**src/hw/rtl/assert_macros.svh**
```systemverilog
// Assertion helpers used by the deframer unit's checks.
`ifndef ASSERT_MACROS_SVH
`define ASSERT_MACROS_SVH

// Same-cycle implication, sampled on the rising clock, off during reset.
`define EPD_ASSERT_NOW(lbl, ante, cons) \
   lbl: assert property (@(posedge clock) disable iff (reset) (ante) |-> (cons)) \
      else $error("epd check failed");

// Next-cycle implication, sampled on the rising clock, off during reset.
`define EPD_ASSERT_NEXT(lbl, ante, cons) \
   lbl: assert property (@(posedge clock) disable iff (reset) (ante) |=> (cons)) \
      else $error("epd check failed");

`endif

```
**src/hw/rtl/epd_pkg.sv**
```systemverilog
package epd_pkg;

   // Width of the frame length counter
   localparam int LENGTH_BITS = 16;
   // Width used to compare the counter against the reported 16-bit range
   localparam int EXT_BITS = (LENGTH_BITS > 16) ? LENGTH_BITS : 16;

   // Framing bytes and escape codes
   localparam logic [7:0] BYTE_START = 8'hAA;
   localparam logic [7:0] BYTE_STOP  = 8'hCC;
   localparam logic [7:0] BYTE_ESC   = 8'hBB;
   localparam logic [7:0] CODE_START = 8'h55;
   localparam logic [7:0] CODE_ESC   = 8'h44;
   localparam logic [7:0] CODE_STOP  = 8'h33;

   typedef logic [LENGTH_BITS-1:0] count_type;

   localparam count_type COUNT_MAX = {LENGTH_BITS{1'b1}};

   typedef enum logic [2:0] {
      EV_PAYLOAD    = 3'd0,
      EV_COMPLETE   = 3'd1,
      EV_ABORT      = 3'd2,
      EV_STRAY_STOP = 3'd3,
      EV_BAD_ESCAPE = 3'd4
   } event_kind_type;

   // Input register contents seen by the decoder
   typedef struct packed {
      logic       valid;
      logic [7:0] rx_byte;
   } stage_type;

   // One decoded result headed for the output register
   typedef struct packed {
      logic           valid;
      event_kind_type event_kind;
      logic [7:0]     payload_byte;
      logic [15:0]    frame_length;
   } result_type;

   // Clamp the running count to the 16-bit reported length
   function automatic logic [15:0] report_len(count_type count);
      logic [EXT_BITS-1:0] ext;
      ext = EXT_BITS'(count);
      if (ext > EXT_BITS'(17'h0FFFF)) begin
         return 16'hFFFF;
      end
      return ext[15:0];
   endfunction

endpackage

```
**src/hw/rtl/epd_channels.sv**
```systemverilog
// Raw byte channel into the deframer
interface epd_req_if;
   logic       valid;
   logic       ready;
   logic [7:0] rx_byte;

   modport source (output valid, output rx_byte, input ready);
   modport sink (input valid, input rx_byte, output ready);
endinterface

// Decoded event channel out of the deframer
interface epd_rsp_if;
   logic        valid;
   logic        ready;
   logic [2:0]  event_kind;
   logic [7:0]  payload_byte;
   logic [15:0] frame_length;

   modport source (output valid, output event_kind, output payload_byte,
                   output frame_length, input ready);
   modport sink (input valid, input event_kind, input payload_byte,
                 input frame_length, output ready);
endinterface

```
**src/hw/rtl/epd_in_stage.sv**
```systemverilog
module epd_in_stage (
   input  logic               clock,
   input  logic               reset,
   input  logic               in_valid,
   output logic               in_ready,
   input  logic [7:0]         in_byte,
   input  logic               advance_ok,
   output logic               advance,
   output epd_pkg::stage_type stage
);

   logic       valid_ff, valid_in;
   logic [7:0] byte_ff, byte_in;

   // Advance the held item whenever the result side can take its outcome
   assign advance  = valid_ff && advance_ok;
   assign in_ready = !valid_ff || advance;

   always_comb begin
      valid_in = valid_ff;
      byte_in  = byte_ff;
      if (in_ready) begin
         valid_in = in_valid;
         byte_in  = in_byte;
      end
   end

   always_ff @(posedge clock) begin
      if (reset) begin
         valid_ff <= 1'b0;
      end else begin
         valid_ff <= valid_in;
      end
      byte_ff <= byte_in;
   end

   assign stage.valid   = valid_ff;
   assign stage.rx_byte = byte_ff;

endmodule

```
**src/hw/rtl/epd_decoder.sv**
```systemverilog
module epd_decoder (
   input  logic                clock,
   input  logic                reset,
   input  epd_pkg::stage_type  stage,
   input  logic                advance,
   output epd_pkg::result_type result
);

   logic                in_frame_ff, in_frame_in;
   logic                esc_ff, esc_in;
   epd_pkg::count_type  count_ff, count_in;
   epd_pkg::count_type  count_inc;
   logic [7:0]          b;

   assign b = stage.rx_byte;

   // Saturating increment of the payload count
   assign count_inc = (count_ff == epd_pkg::COUNT_MAX) ? count_ff
                                                      : count_ff + 1'b1;

   // Decode the held byte against the framing state
   always_comb begin
      in_frame_in         = in_frame_ff;
      esc_in              = esc_ff;
      count_in            = count_ff;
      result.valid        = 1'b0;
      result.event_kind   = epd_pkg::EV_PAYLOAD;
      result.payload_byte = 8'h00;
      result.frame_length = 16'h0000;
      if (b == epd_pkg::BYTE_START) begin
         if (in_frame_ff) begin
            result.valid        = 1'b1;
            result.event_kind   = epd_pkg::EV_ABORT;
            result.frame_length = epd_pkg::report_len(count_ff);
         end
         in_frame_in = 1'b1;
         esc_in      = 1'b0;
         count_in    = '0;
      end else if (b == epd_pkg::BYTE_STOP) begin
         result.valid = 1'b1;
         if (in_frame_ff) begin
            result.event_kind   = epd_pkg::EV_COMPLETE;
            result.frame_length = epd_pkg::report_len(count_ff);
            in_frame_in         = 1'b0;
            esc_in              = 1'b0;
            count_in            = '0;
         end else begin
            result.event_kind = epd_pkg::EV_STRAY_STOP;
         end
      end else if (in_frame_ff) begin
         if (esc_ff) begin
            esc_in       = 1'b0;
            result.valid = 1'b1;
            case (b)
               epd_pkg::CODE_START: begin
                  result.payload_byte = epd_pkg::BYTE_START;
                  count_in            = count_inc;
               end
               epd_pkg::CODE_ESC: begin
                  result.payload_byte = epd_pkg::BYTE_ESC;
                  count_in            = count_inc;
               end
               epd_pkg::CODE_STOP: begin
                  result.payload_byte = epd_pkg::BYTE_STOP;
                  count_in            = count_inc;
               end
               default: begin
                  result.event_kind = epd_pkg::EV_BAD_ESCAPE;
               end
            endcase
            if (result.event_kind == epd_pkg::EV_PAYLOAD) begin
               result.frame_length = epd_pkg::report_len(count_inc);
            end else begin
               result.frame_length = epd_pkg::report_len(count_ff);
            end
         end else if (b == epd_pkg::BYTE_ESC) begin
            esc_in = 1'b1;
         end else begin
            result.valid        = 1'b1;
            result.payload_byte = b;
            count_in            = count_inc;
            result.frame_length = epd_pkg::report_len(count_inc);
         end
      end
      // Only a held item counts
      if (!stage.valid) begin
         result.valid = 1'b0;
      end
   end

   // Commit the state only when the item advances
   always_ff @(posedge clock) begin
      if (reset) begin
         in_frame_ff <= 1'b0;
         esc_ff      <= 1'b0;
         count_ff    <= '0;
      end else if (advance) begin
         in_frame_ff <= in_frame_in;
         esc_ff      <= esc_in;
         count_ff    <= count_in;
      end
   end

endmodule

```
**src/hw/rtl/epd_out_stage.sv**
```systemverilog
module epd_out_stage (
   input  logic                clock,
   input  logic                reset,
   input  epd_pkg::result_type result,
   input  logic                advance,
   output logic                advance_ok,
   output logic                out_valid,
   input  logic                out_ready,
   output logic [2:0]          out_kind,
   output logic [7:0]          out_payload,
   output logic [15:0]         out_length
);

   logic        valid_ff, valid_in;
   logic        load;
   logic [2:0]  kind_ff, kind_in;
   logic [7:0]  payload_ff, payload_in;
   logic [15:0] length_ff, length_in;

   // Room for a new item once the held one is gone or leaving
   assign advance_ok = !valid_ff || out_ready;
   assign load       = advance && result.valid;

   always_comb begin
      valid_in   = valid_ff && !out_ready;
      kind_in    = kind_ff;
      payload_in = payload_ff;
      length_in  = length_ff;
      if (load) begin
         valid_in   = 1'b1;
         kind_in    = result.event_kind;
         payload_in = result.payload_byte;
         length_in  = result.frame_length;
      end
   end

   always_ff @(posedge clock) begin
      if (reset) begin
         valid_ff <= 1'b0;
      end else begin
         valid_ff <= valid_in;
      end
      kind_ff    <= kind_in;
      payload_ff <= payload_in;
      length_ff  <= length_in;
   end

   assign out_valid   = valid_ff;
   assign out_kind    = kind_ff;
   assign out_payload = payload_ff;
   assign out_length  = length_ff;

endmodule

```
**src/hw/rtl/escaped_packet_deframer_unit.sv**
```systemverilog
// Byte-stuffing deframer: takes one raw byte per item and returns at most one
// event per byte (payload byte, frame complete, abort by restart, stray stop or
// bad escape), in order. A byte passes an input register, is decoded
// combinationally against the frame/escape flags and the saturating length
// counter, and lands in the result register, which presents it until it is
// taken. One byte is accepted every cycle while the result side takes items;
// a held result that is not taken stops the input after the input register
// fills.
`include "assert_macros.svh"

module escaped_packet_deframer_unit (
   input  logic      clock,
   input  logic      reset,
   epd_req_if.sink   req,
   epd_rsp_if.source rsp
);

   epd_pkg::stage_type  stage;
   epd_pkg::result_type result;
   logic                advance;
   logic                advance_ok;

   epd_in_stage u_in_stage (
      .clock      (clock),
      .reset      (reset),
      .in_valid   (req.valid),
      .in_ready   (req.ready),
      .in_byte    (req.rx_byte),
      .advance_ok (advance_ok),
      .advance    (advance),
      .stage      (stage)
   );

   epd_decoder u_decoder (
      .clock   (clock),
      .reset   (reset),
      .stage   (stage),
      .advance (advance),
      .result  (result)
   );

   epd_out_stage u_out_stage (
      .clock       (clock),
      .reset       (reset),
      .result      (result),
      .advance     (advance),
      .advance_ok  (advance_ok),
      .out_valid   (rsp.valid),
      .out_ready   (rsp.ready),
      .out_kind    (rsp.event_kind),
      .out_payload (rsp.payload_byte),
      .out_length  (rsp.frame_length)
   );

   // Stray stops carry no length
   `EPD_ASSERT_NOW(a_stray_len, rsp.valid && rsp.event_kind == epd_pkg::EV_STRAY_STOP, rsp.frame_length == 16'h0000)
   // Only payload events carry a data byte
   `EPD_ASSERT_NOW(a_data_zero, rsp.valid && rsp.event_kind != epd_pkg::EV_PAYLOAD, rsp.payload_byte == 8'h00)
   // A payload byte always counts itself
   `EPD_ASSERT_NOW(a_payload_len, rsp.valid && rsp.event_kind == epd_pkg::EV_PAYLOAD, rsp.frame_length != 16'h0000)
   // A full input register with a stalled result blocks the input
   `EPD_ASSERT_NOW(a_block, stage.valid && rsp.valid && !rsp.ready, !req.ready)
   // A result loaded into the register is presented next cycle
   `EPD_ASSERT_NEXT(a_load, advance && result.valid, rsp.valid)

endmodule
```
**src/flat_wrapper.sv**
```systemverilog
// flat-port wrapper written by rule: the top's interface ports become plain ports
module escaped_packet_deframer_unit_flat 
  (clock, reset, req_valid, req_rx_byte, req_ready, rsp_valid, rsp_event_kind, rsp_payload_byte, rsp_frame_length, rsp_ready);
  epd_req_if req_i ();
  epd_rsp_if rsp_i ();
  input  logic clock;
  input  logic reset;
  input wire logic [$bits(req_i.valid)-1:0] req_valid;
  input wire logic [$bits(req_i.rx_byte)-1:0] req_rx_byte;
  output wire logic [$bits(req_i.ready)-1:0] req_ready;
  output wire logic [$bits(rsp_i.valid)-1:0] rsp_valid;
  output wire logic [$bits(rsp_i.event_kind)-1:0] rsp_event_kind;
  output wire logic [$bits(rsp_i.payload_byte)-1:0] rsp_payload_byte;
  output wire logic [$bits(rsp_i.frame_length)-1:0] rsp_frame_length;
  input wire logic [$bits(rsp_i.ready)-1:0] rsp_ready;
  assign req_i.valid = req_valid;
  assign req_i.rx_byte = req_rx_byte;
  assign req_ready = req_i.ready;
  assign rsp_valid = rsp_i.valid;
  assign rsp_event_kind = rsp_i.event_kind;
  assign rsp_payload_byte = rsp_i.payload_byte;
  assign rsp_frame_length = rsp_i.frame_length;
  assign rsp_i.ready = rsp_ready;
  escaped_packet_deframer_unit u_core (.clock(clock), .reset(reset), .req(req_i), .rsp(rsp_i));
endmodule
```
**config.mk**
```make
export PLATFORM = sky130hd
export DESIGN_NAME = escaped_packet_deframer_unit_flat
export DESIGN_NICKNAME = d
export VERILOG_FILES = /design/src/hw/rtl/epd_pkg.sv /design/src/hw/rtl/epd_channels.sv /design/src/hw/rtl/epd_in_stage.sv /design/src/hw/rtl/epd_decoder.sv /design/src/hw/rtl/epd_out_stage.sv /design/src/hw/rtl/escaped_packet_deframer_unit.sv /design/src/flat_wrapper.sv
export VERILOG_INCLUDE_DIRS = /design/src /design/src/hw/rtl
export SDC_FILE = /design/constraint.sdc
export NUM_CORES = 1
export LEC_CHECK = 0
export ABC_CLOCK_PERIOD_IN_PS = 2200
export BUFFER_PORTS_ARGS = -buffer_cell sky130_fd_sc_hd__buf_2
export CORE_ASPECT_RATIO = 1.2
export CORE_UTILIZATION = 54
export CTS_BUF_LIST = sky130_fd_sc_hd__clkbuf_8
export CTS_CLUSTER_DIAMETER = 50
export CTS_CLUSTER_SIZE = 20
export DETAILED_ROUTE_END_ITERATION = 6
export PLACE_DENSITY = 0.78
export REMOVE_ABC_BUFFERS = 1
export SYNTH_ARGS = -nofsm -noshare
export SYNTH_HDL_FRONTEND = slang
export SYNTH_SLANG_ARGS = --single-unit
```
**constraint.sdc**
```tcl
create_clock -name clock -period 2.2 [get_ports clock]
set_input_delay 0.22 -clock clock [delete_from_list [all_inputs] [get_ports clock]]
set_output_delay 0.22 -clock clock [all_outputs]
set_load 0.02 [all_outputs]
```
# Yosys cells after proc, flatten, opt, wreduce, memory -nomap -nowiden
# Index checks and enable logic that the tools add are counted.
op_classes:
  add_sub_neg: 1
  magnitude_cmp: 2
  eq_ne: 9
  muxes: 67
  n_bitwise: 1
  n_reduce_logical: 16
op_table:
  columns: ["op", "count"]
  rows:
  - ["two-way mux 16 bit", 20]
  - ["two-way mux 24 bit", 2]
  - ["two-way mux 1 bit", 33]
  - ["greater-than comparator 16 bit (second input constant)", 2]
  - ["two-way mux 28 bit", 1]
  - ["== test 8 bit (second input constant)", 3]
  - ["case mux 8 bit (3 select lines)", 1]
  - ["two-way mux 3 bit", 6]
  - ["adder 16 x 1 -> 16 bit (second input constant)", 1]
  - ["== test 16 bit (second input constant)", 1]
  - ["== test 8 x 7 -> 1 bit (second input constant)", 2]
  - ["two-way mux 4 bit", 3]
  - ["== test 8 x 6 -> 1 bit (second input constant)", 1]
  - ["OR reduction 3 bit", 2]
  - ["!= test 4 x 2 -> 1 bit (second input constant)", 1]
  - ["!= test 4 bit (second input constant)", 1]
  - ["AND reduction 2 bit", 2]
  - ["AND reduction 4 bit", 1]
  - ["nonzero test 2 bit", 2]
  - ["logical AND 1 bit", 3]
  - ["zero test 1 bit", 3]
  - ["zero test 3 bit", 1]
  - ["logical OR 1 bit", 2]
  - ["two-way mux 2 bit", 1]
  - ["NOT 1 bit", 1]
totals:
  ff_bits: 55
  input_bits: 12
  out_inout_bits: 29
  wordCells: 105

# Longest topological paths before layout
depth:
  word_depth: 22
  mapped_depth: 8
  ltp_nobuf: 6

# Hierarchy
# From an unflattened synthesis, not the netlist that was laid out.
unflattened:
  hier_cells: 307
  area_unflattened_um2: 3049.2
modules_own_cells:
  columns: ["module", "instances", "cells_each", "area_each_um2", "seq_area_each_um2"]
  rows:
  - ["epd_decoder", 1, 261, 1886.8, 360.3]
  - ["epd_out_stage", 1, 32, 860.8, 830.8]
  - ["epd_in_stage", 1, 14, 301.5, 260.2]

# Least setup slack after synthesis
# OpenSTA, ideal clock, no wires.
synth_timing:
  path_type: "reg-to-reg"
  start: "register u_core.u_in_stage.byte_ff[7]"
  end: "register u_core.u_out_stage.kind_ff[0] (netlist: u_core.u_out_stage.out_kind[0]) (enable)"
  setup_ns: 0.386
  arrival_ns: 1.799
  required_ns: 1.814
  setup_slack_ns: 0.015
  stages_incl_launch_ff: 5
  path_buffers: 0
  period_less_slack_ns: 2.185
  path_cell_list: "edfxtp_1 -> nand2_1 -> nor4_4 -> nor2_1 -> o21a_1"
synth_via:
  elab_chain_cells: 8
  elab_cells_between_ends: 10
  classes_between: "eq/ne: 3; mux: 6; reduce/logical: 1"
synth_lines:
  columns: ["item", "line", "text"]
  rows:
  - ["from (decl)", "epd_in_stage.sv:13", "logic [7:0] byte_ff, byte_in;"]
  - ["from (signal assigned)", "epd_in_stage.sv:34", "byte_ff <= byte_in;"]
  - ["== test 8 bit", "epd_decoder.sv:76", "end else if (b == epd_pkg::BYTE_ESC) begin"]
  - ["two-way mux 1 bit", "epd_decoder.sv:76", null]
  - ["two-way mux 1 bit", "epd_decoder.sv:51", "if (esc_ff) begin"]
  - ["two-way mux 28 bit", "epd_decoder.sv:50", "end else if (in_frame_ff) begin"]
  - ["two-way mux 4 bit", "epd_decoder.sv:39", "end else if (b == epd_pkg::BYTE_STOP) begin"]
  - ["two-way mux 4 bit (*)", "epd_decoder.sv:30", "if (b == epd_pkg::BYTE_START) begin"]
  - ["two-way mux 1 bit (*)", "epd_decoder.sv:86", "if (!stage.valid) begin"]
  - ["logical AND 1 bit (*)", "epd_out_stage.sv:22", "assign load = advance && result.valid;"]
  - ["net u_core.u_out_stage.load", "epd_out_stage.sv:15", "logic load;"]
  - ["to (signal assigned)", "epd_out_stage.sv:43", "kind_ff <= kind_in;"]
  - ["to (decl)", "epd_out_stage.sv:16", "logic [2:0] kind_ff, kind_in;"]
# Mark *: on every way through the listed nets, which the timed path passes. The rest lies on a longest branch.
# A chain may end at the register's enable or synchronous reset.

==> results.md <==
| Quantity | Value |
|:---|:---|
| Status | finished, violations left |
| Failing checks | design-rule violations |
| Wirelength, routed | 7.79 mm |
| Top flip-flop cell by instance count after synthesis | edfxtp_1 |
| Count of routing violations after the opening detailed-route iteration | 364 |
| Register-to-Register Setup Slack | 0.07 ns |
| Fraction of registers with async set/reset | 0 |
| Share of the clock period used by the worst path | 0.967 |
| Worst setup slack after layout | 0.0735 ns |
| Via/cell ratio | 6.56 |
| Simple logic cell fraction of the synthesized area | 0.267 |
| Boundary Pins | 41 |
| Multiplexer share of the synthesized area | 0.00329 |
| Total number of vias | 2,954 |
| Power Dens Cells | 471 nW/um^2 |
| Worst-path clk slew | 0.09 ns |
| Max-cap violation count | 0 |
| Post-synthesis share of cell area spent on full adders, half adders and majority gates | 0.00411 |
| Top library cells by usage in the layout, fill and taps aside | buf_4, buf_2, edfxtp_1 |
| Clock root buffer | clkbuf_8 |
| H-tree depth | 2 |
| Net total in the final layout | 400 |
| Cell Rows | 29 |
| Area of the mapped netlist | 3040 um^2 |
| Area inside the core boundary | 5370 um^2 |
| Share of layout cells above drive strength 1 | 0.273 |
| Final weighted congestion in routability-driven placement | 0.948 |
| CTS tree | yes |
| Full die area | 5940 um^2 |
| Area fraction in compound gates after synthesis | 0.192 |
| Slew at the pin with the worst max-slew slack | 0.529 ns |
| Hold-critical path endpoint | u_core.u_in_stage.byte_ff[6]$_DFFE_PP_ |
| Detailed Routing Iterations Pass 1 | 7 |
| Syn Inst Count | 319 |
| Leak Pwr | 1.22 nW |
| Number of global-route vias before repair | 2,632 |
| YS warnings | 0 |
| Peak ir drop on the vdd network | 0.290 mV |
| Synthesized-area fraction occupied by xor and xnor cells | 0.00575 |
| Combinational family with the most area after synthesis | simple AND/OR/NAND/NOR gates |
| Area of the multi-input gates | 1480 um^2 |
| Leading cell type in the layout, fill and taps excluded | buf_4 |
| Dpl ws | -0.339 ns |
| Data required, critical path | 2.27 ns |
| GRT Total Usage | 0.265 |
| Insertion delay to the later sink of the worst-skew pair | 0.32 ns |
| Final hold violation count | 0 |
| Arrival time reported for the critical path endpoint | 2.20 ns |
| Number of clock buffers inserted by TritonCTS | 5 |
| # diodes | 0 |
| Top cell type by total area after synthesis | edfxtp_1 |
| Number of distinct standard cells referenced by the synthesized netlist | 57 |
| Pin count of the biggest net entering global routing | 29 |
| Final-layout fill cell count | 413 |
| Starting density of the core | 0.567 |
| Setup repair after global routing missed its margin | yes |
| Maximum clock frequency | 0.470 GHz |
| Estimated wirelength of the detail-placed design | 5.28 mm |
| Count of flip-flops with a built-in enable after synthesis | 35 |
| Worst min-delay path class | in -> reg |
| Die X-Extent | 70.5 um |
| Fraction of synthesized cell area taken by the top area cell type | 0.345 |
| Sequential share of the synthesized area | 0.477 |
| Final Max Slew Viols | 0 |
| Crit Path Class | reg -> reg |
| Cells on Worst Hold Path | 1 |
| Launch instance of the worst register-to-register path | u_core.u_in_stage.byte_ff[2]$_DFFE_PP_ |
| Global route total overflow | 0 |
| Global-route wire length before repair | 12.4 mm |
| Area grow syn2layout | 20.3% |
| Hold wc startpoint | req_rx_byte[6] |
| Area of placed instances | 3500 um^2 |
| Non-Filler Cell Area, Final | 3660 um^2 |
| Worst slew margin relative to its limit | 0.647 |
| Detail Route Antenna Nets | 0 |
| Worst Clk Skew | 0.00786 ns |
| Final Util | 0.682 |
| Reg-to-reg endpoint | u_core.u_out_stage.out_length[15]$_DFFE_PP_ |
| Crit path max fanout | 9 |
| Die Span Y | 84.3 um |
| FF/Latch Area | 1450 um^2 |
| Synthesis-stage register bit count | 55 |
| Routed WL per cell | 17.3 um |
| Synth top area cells | edfxtp_1, dfxtp_1, nand4_1 |
| Syn_area_per_cell | 9.54 um^2 |
| Sort of element at the start of the critical path | flip-flop |
| Number of endpoints failing setup at the final stage | 0 |
| DRC violations left | 8 |
| Element type at the critical path end | flip-flop |
| # port buffers | 40 |
| Length in cells of the worst reg-to-reg path | 6 |
| Clock sink total | 55 |
| Clock buffer depth | 2 |
| Initial antenna violation count | 0 |
| Fin crit period | 2.13 ns |
==> worst max path at each step <==
stage                                              startpoint                                          end  slack, ns
floorplan           u_core.u_decoder.count_ff[0]$_SDFFE_PP0P_   u_core.u_out_stage.out_length[4]$_DFFE_PP_      -0.36
global placement       u_core.u_in_stage.byte_ff[1]$_DFFE_PP_  u_core.u_out_stage.out_length[10]$_DFFE_PP_      -0.24
detailed placement     u_core.u_in_stage.byte_ff[1]$_DFFE_PP_  u_core.u_out_stage.out_length[10]$_DFFE_PP_      -0.34
CTS                    u_core.u_in_stage.byte_ff[2]$_DFFE_PP_   u_core.u_out_stage.out_length[0]$_DFFE_PP_       0.04
global route           u_core.u_in_stage.byte_ff[2]$_DFFE_PP_   u_core.u_decoder.count_ff[14]$_SDFFE_PP0P_     -0.003
finish                 u_core.u_in_stage.byte_ff[2]$_DFFE_PP_  u_core.u_out_stage.out_length[15]$_DFFE_PP_       0.07
==> metrics by stage <==
step           instances  hold slack (ns)   TNS, ns  power, mW
2_1_floorplan        299            0.289    -12.20       1.16
3_3_place_gp         438            0.399     -2.79       1.20
3_5_place_dp         438            0.400     -4.66       1.20
4_1_cts              450           0.0701         0       1.73
5_1_grt              450           0.0706  -0.00307       1.78
6_report             450           0.0752         0       1.72
==> cells by family after synthesis <==
logic type | Yosys count
mux | 1
buf+inv | 36
flops | 55
xor+xnor | 2
compound gates | 86
simple gates | 138
fa+ha+maj | 1
==> worst max-delay path, stage by stage (launching register included) <==
cell	delay, ns
edfxtp_1	0.46
nand4bb_4	0.32
o41ai_2	0.37
buf_4	0.19
o21ai_2	0.16
o211ai_1	0.26
o21ai_1	0.12
==> cells in the mapped netlist (all sizes together), types with 8 or more instances <==
master	instances
a21oi	24
a31oi	10
buf	14
dfxtp	20
edfxtp	35
inv	15
nand2	33
nand3	17
nand4	21
nor2	15
nor3	14
o211ai	8
o21ai	10
==> state kept, by name, indices dropped and copies added (netlist names) <==
signal	flops
u_core.u_decoder.count_ff	16
u_core.u_out_stage.out_length	16
u_core.u_in_stage.byte_ff	8
u_core.u_out_stage.out_payload	8
u_core.u_out_stage.out_kind	3
u_core.u_decoder.esc_ff	1
u_core.u_decoder.in_frame_ff	1
u_core.u_in_stage.valid_ff	1
u_core.u_out_stage.out_valid	1
==> area by class of cell <==
cell class,count,share of cell area
multi-input cells,228,0.405
flip-flops and latches,55,0.396
repair buffers,81,0.139
well taps,62,0.0212
clock buffers,5,0.0188
inverters,16,0.0164
clock inverters,3,0.00342
==> layer usage <==
layer	part of all wire	GRT usage
met3	0.088	0.0468
met1	0.42	0.368
met4	0.031	0.127
met2	0.46	0.402
met5	0	0
==> where the power goes <==
part           switching, mW  internal [mW]
combinational         0.0414         0.0322
sequential            0.0120           1.10
clock                  0.329          0.215
total                  0.382           1.34
==> timing repair <==
action / CTS / global route
gates resized for setup: 5 / 5
cloned: 0 / 0
pin swaps: 2 / 0
setup buffers: 4 / 0
hold buffers: 0 / 0
setup endpoints to repair: 27 / 12
(Power assumes the default switching activity.)
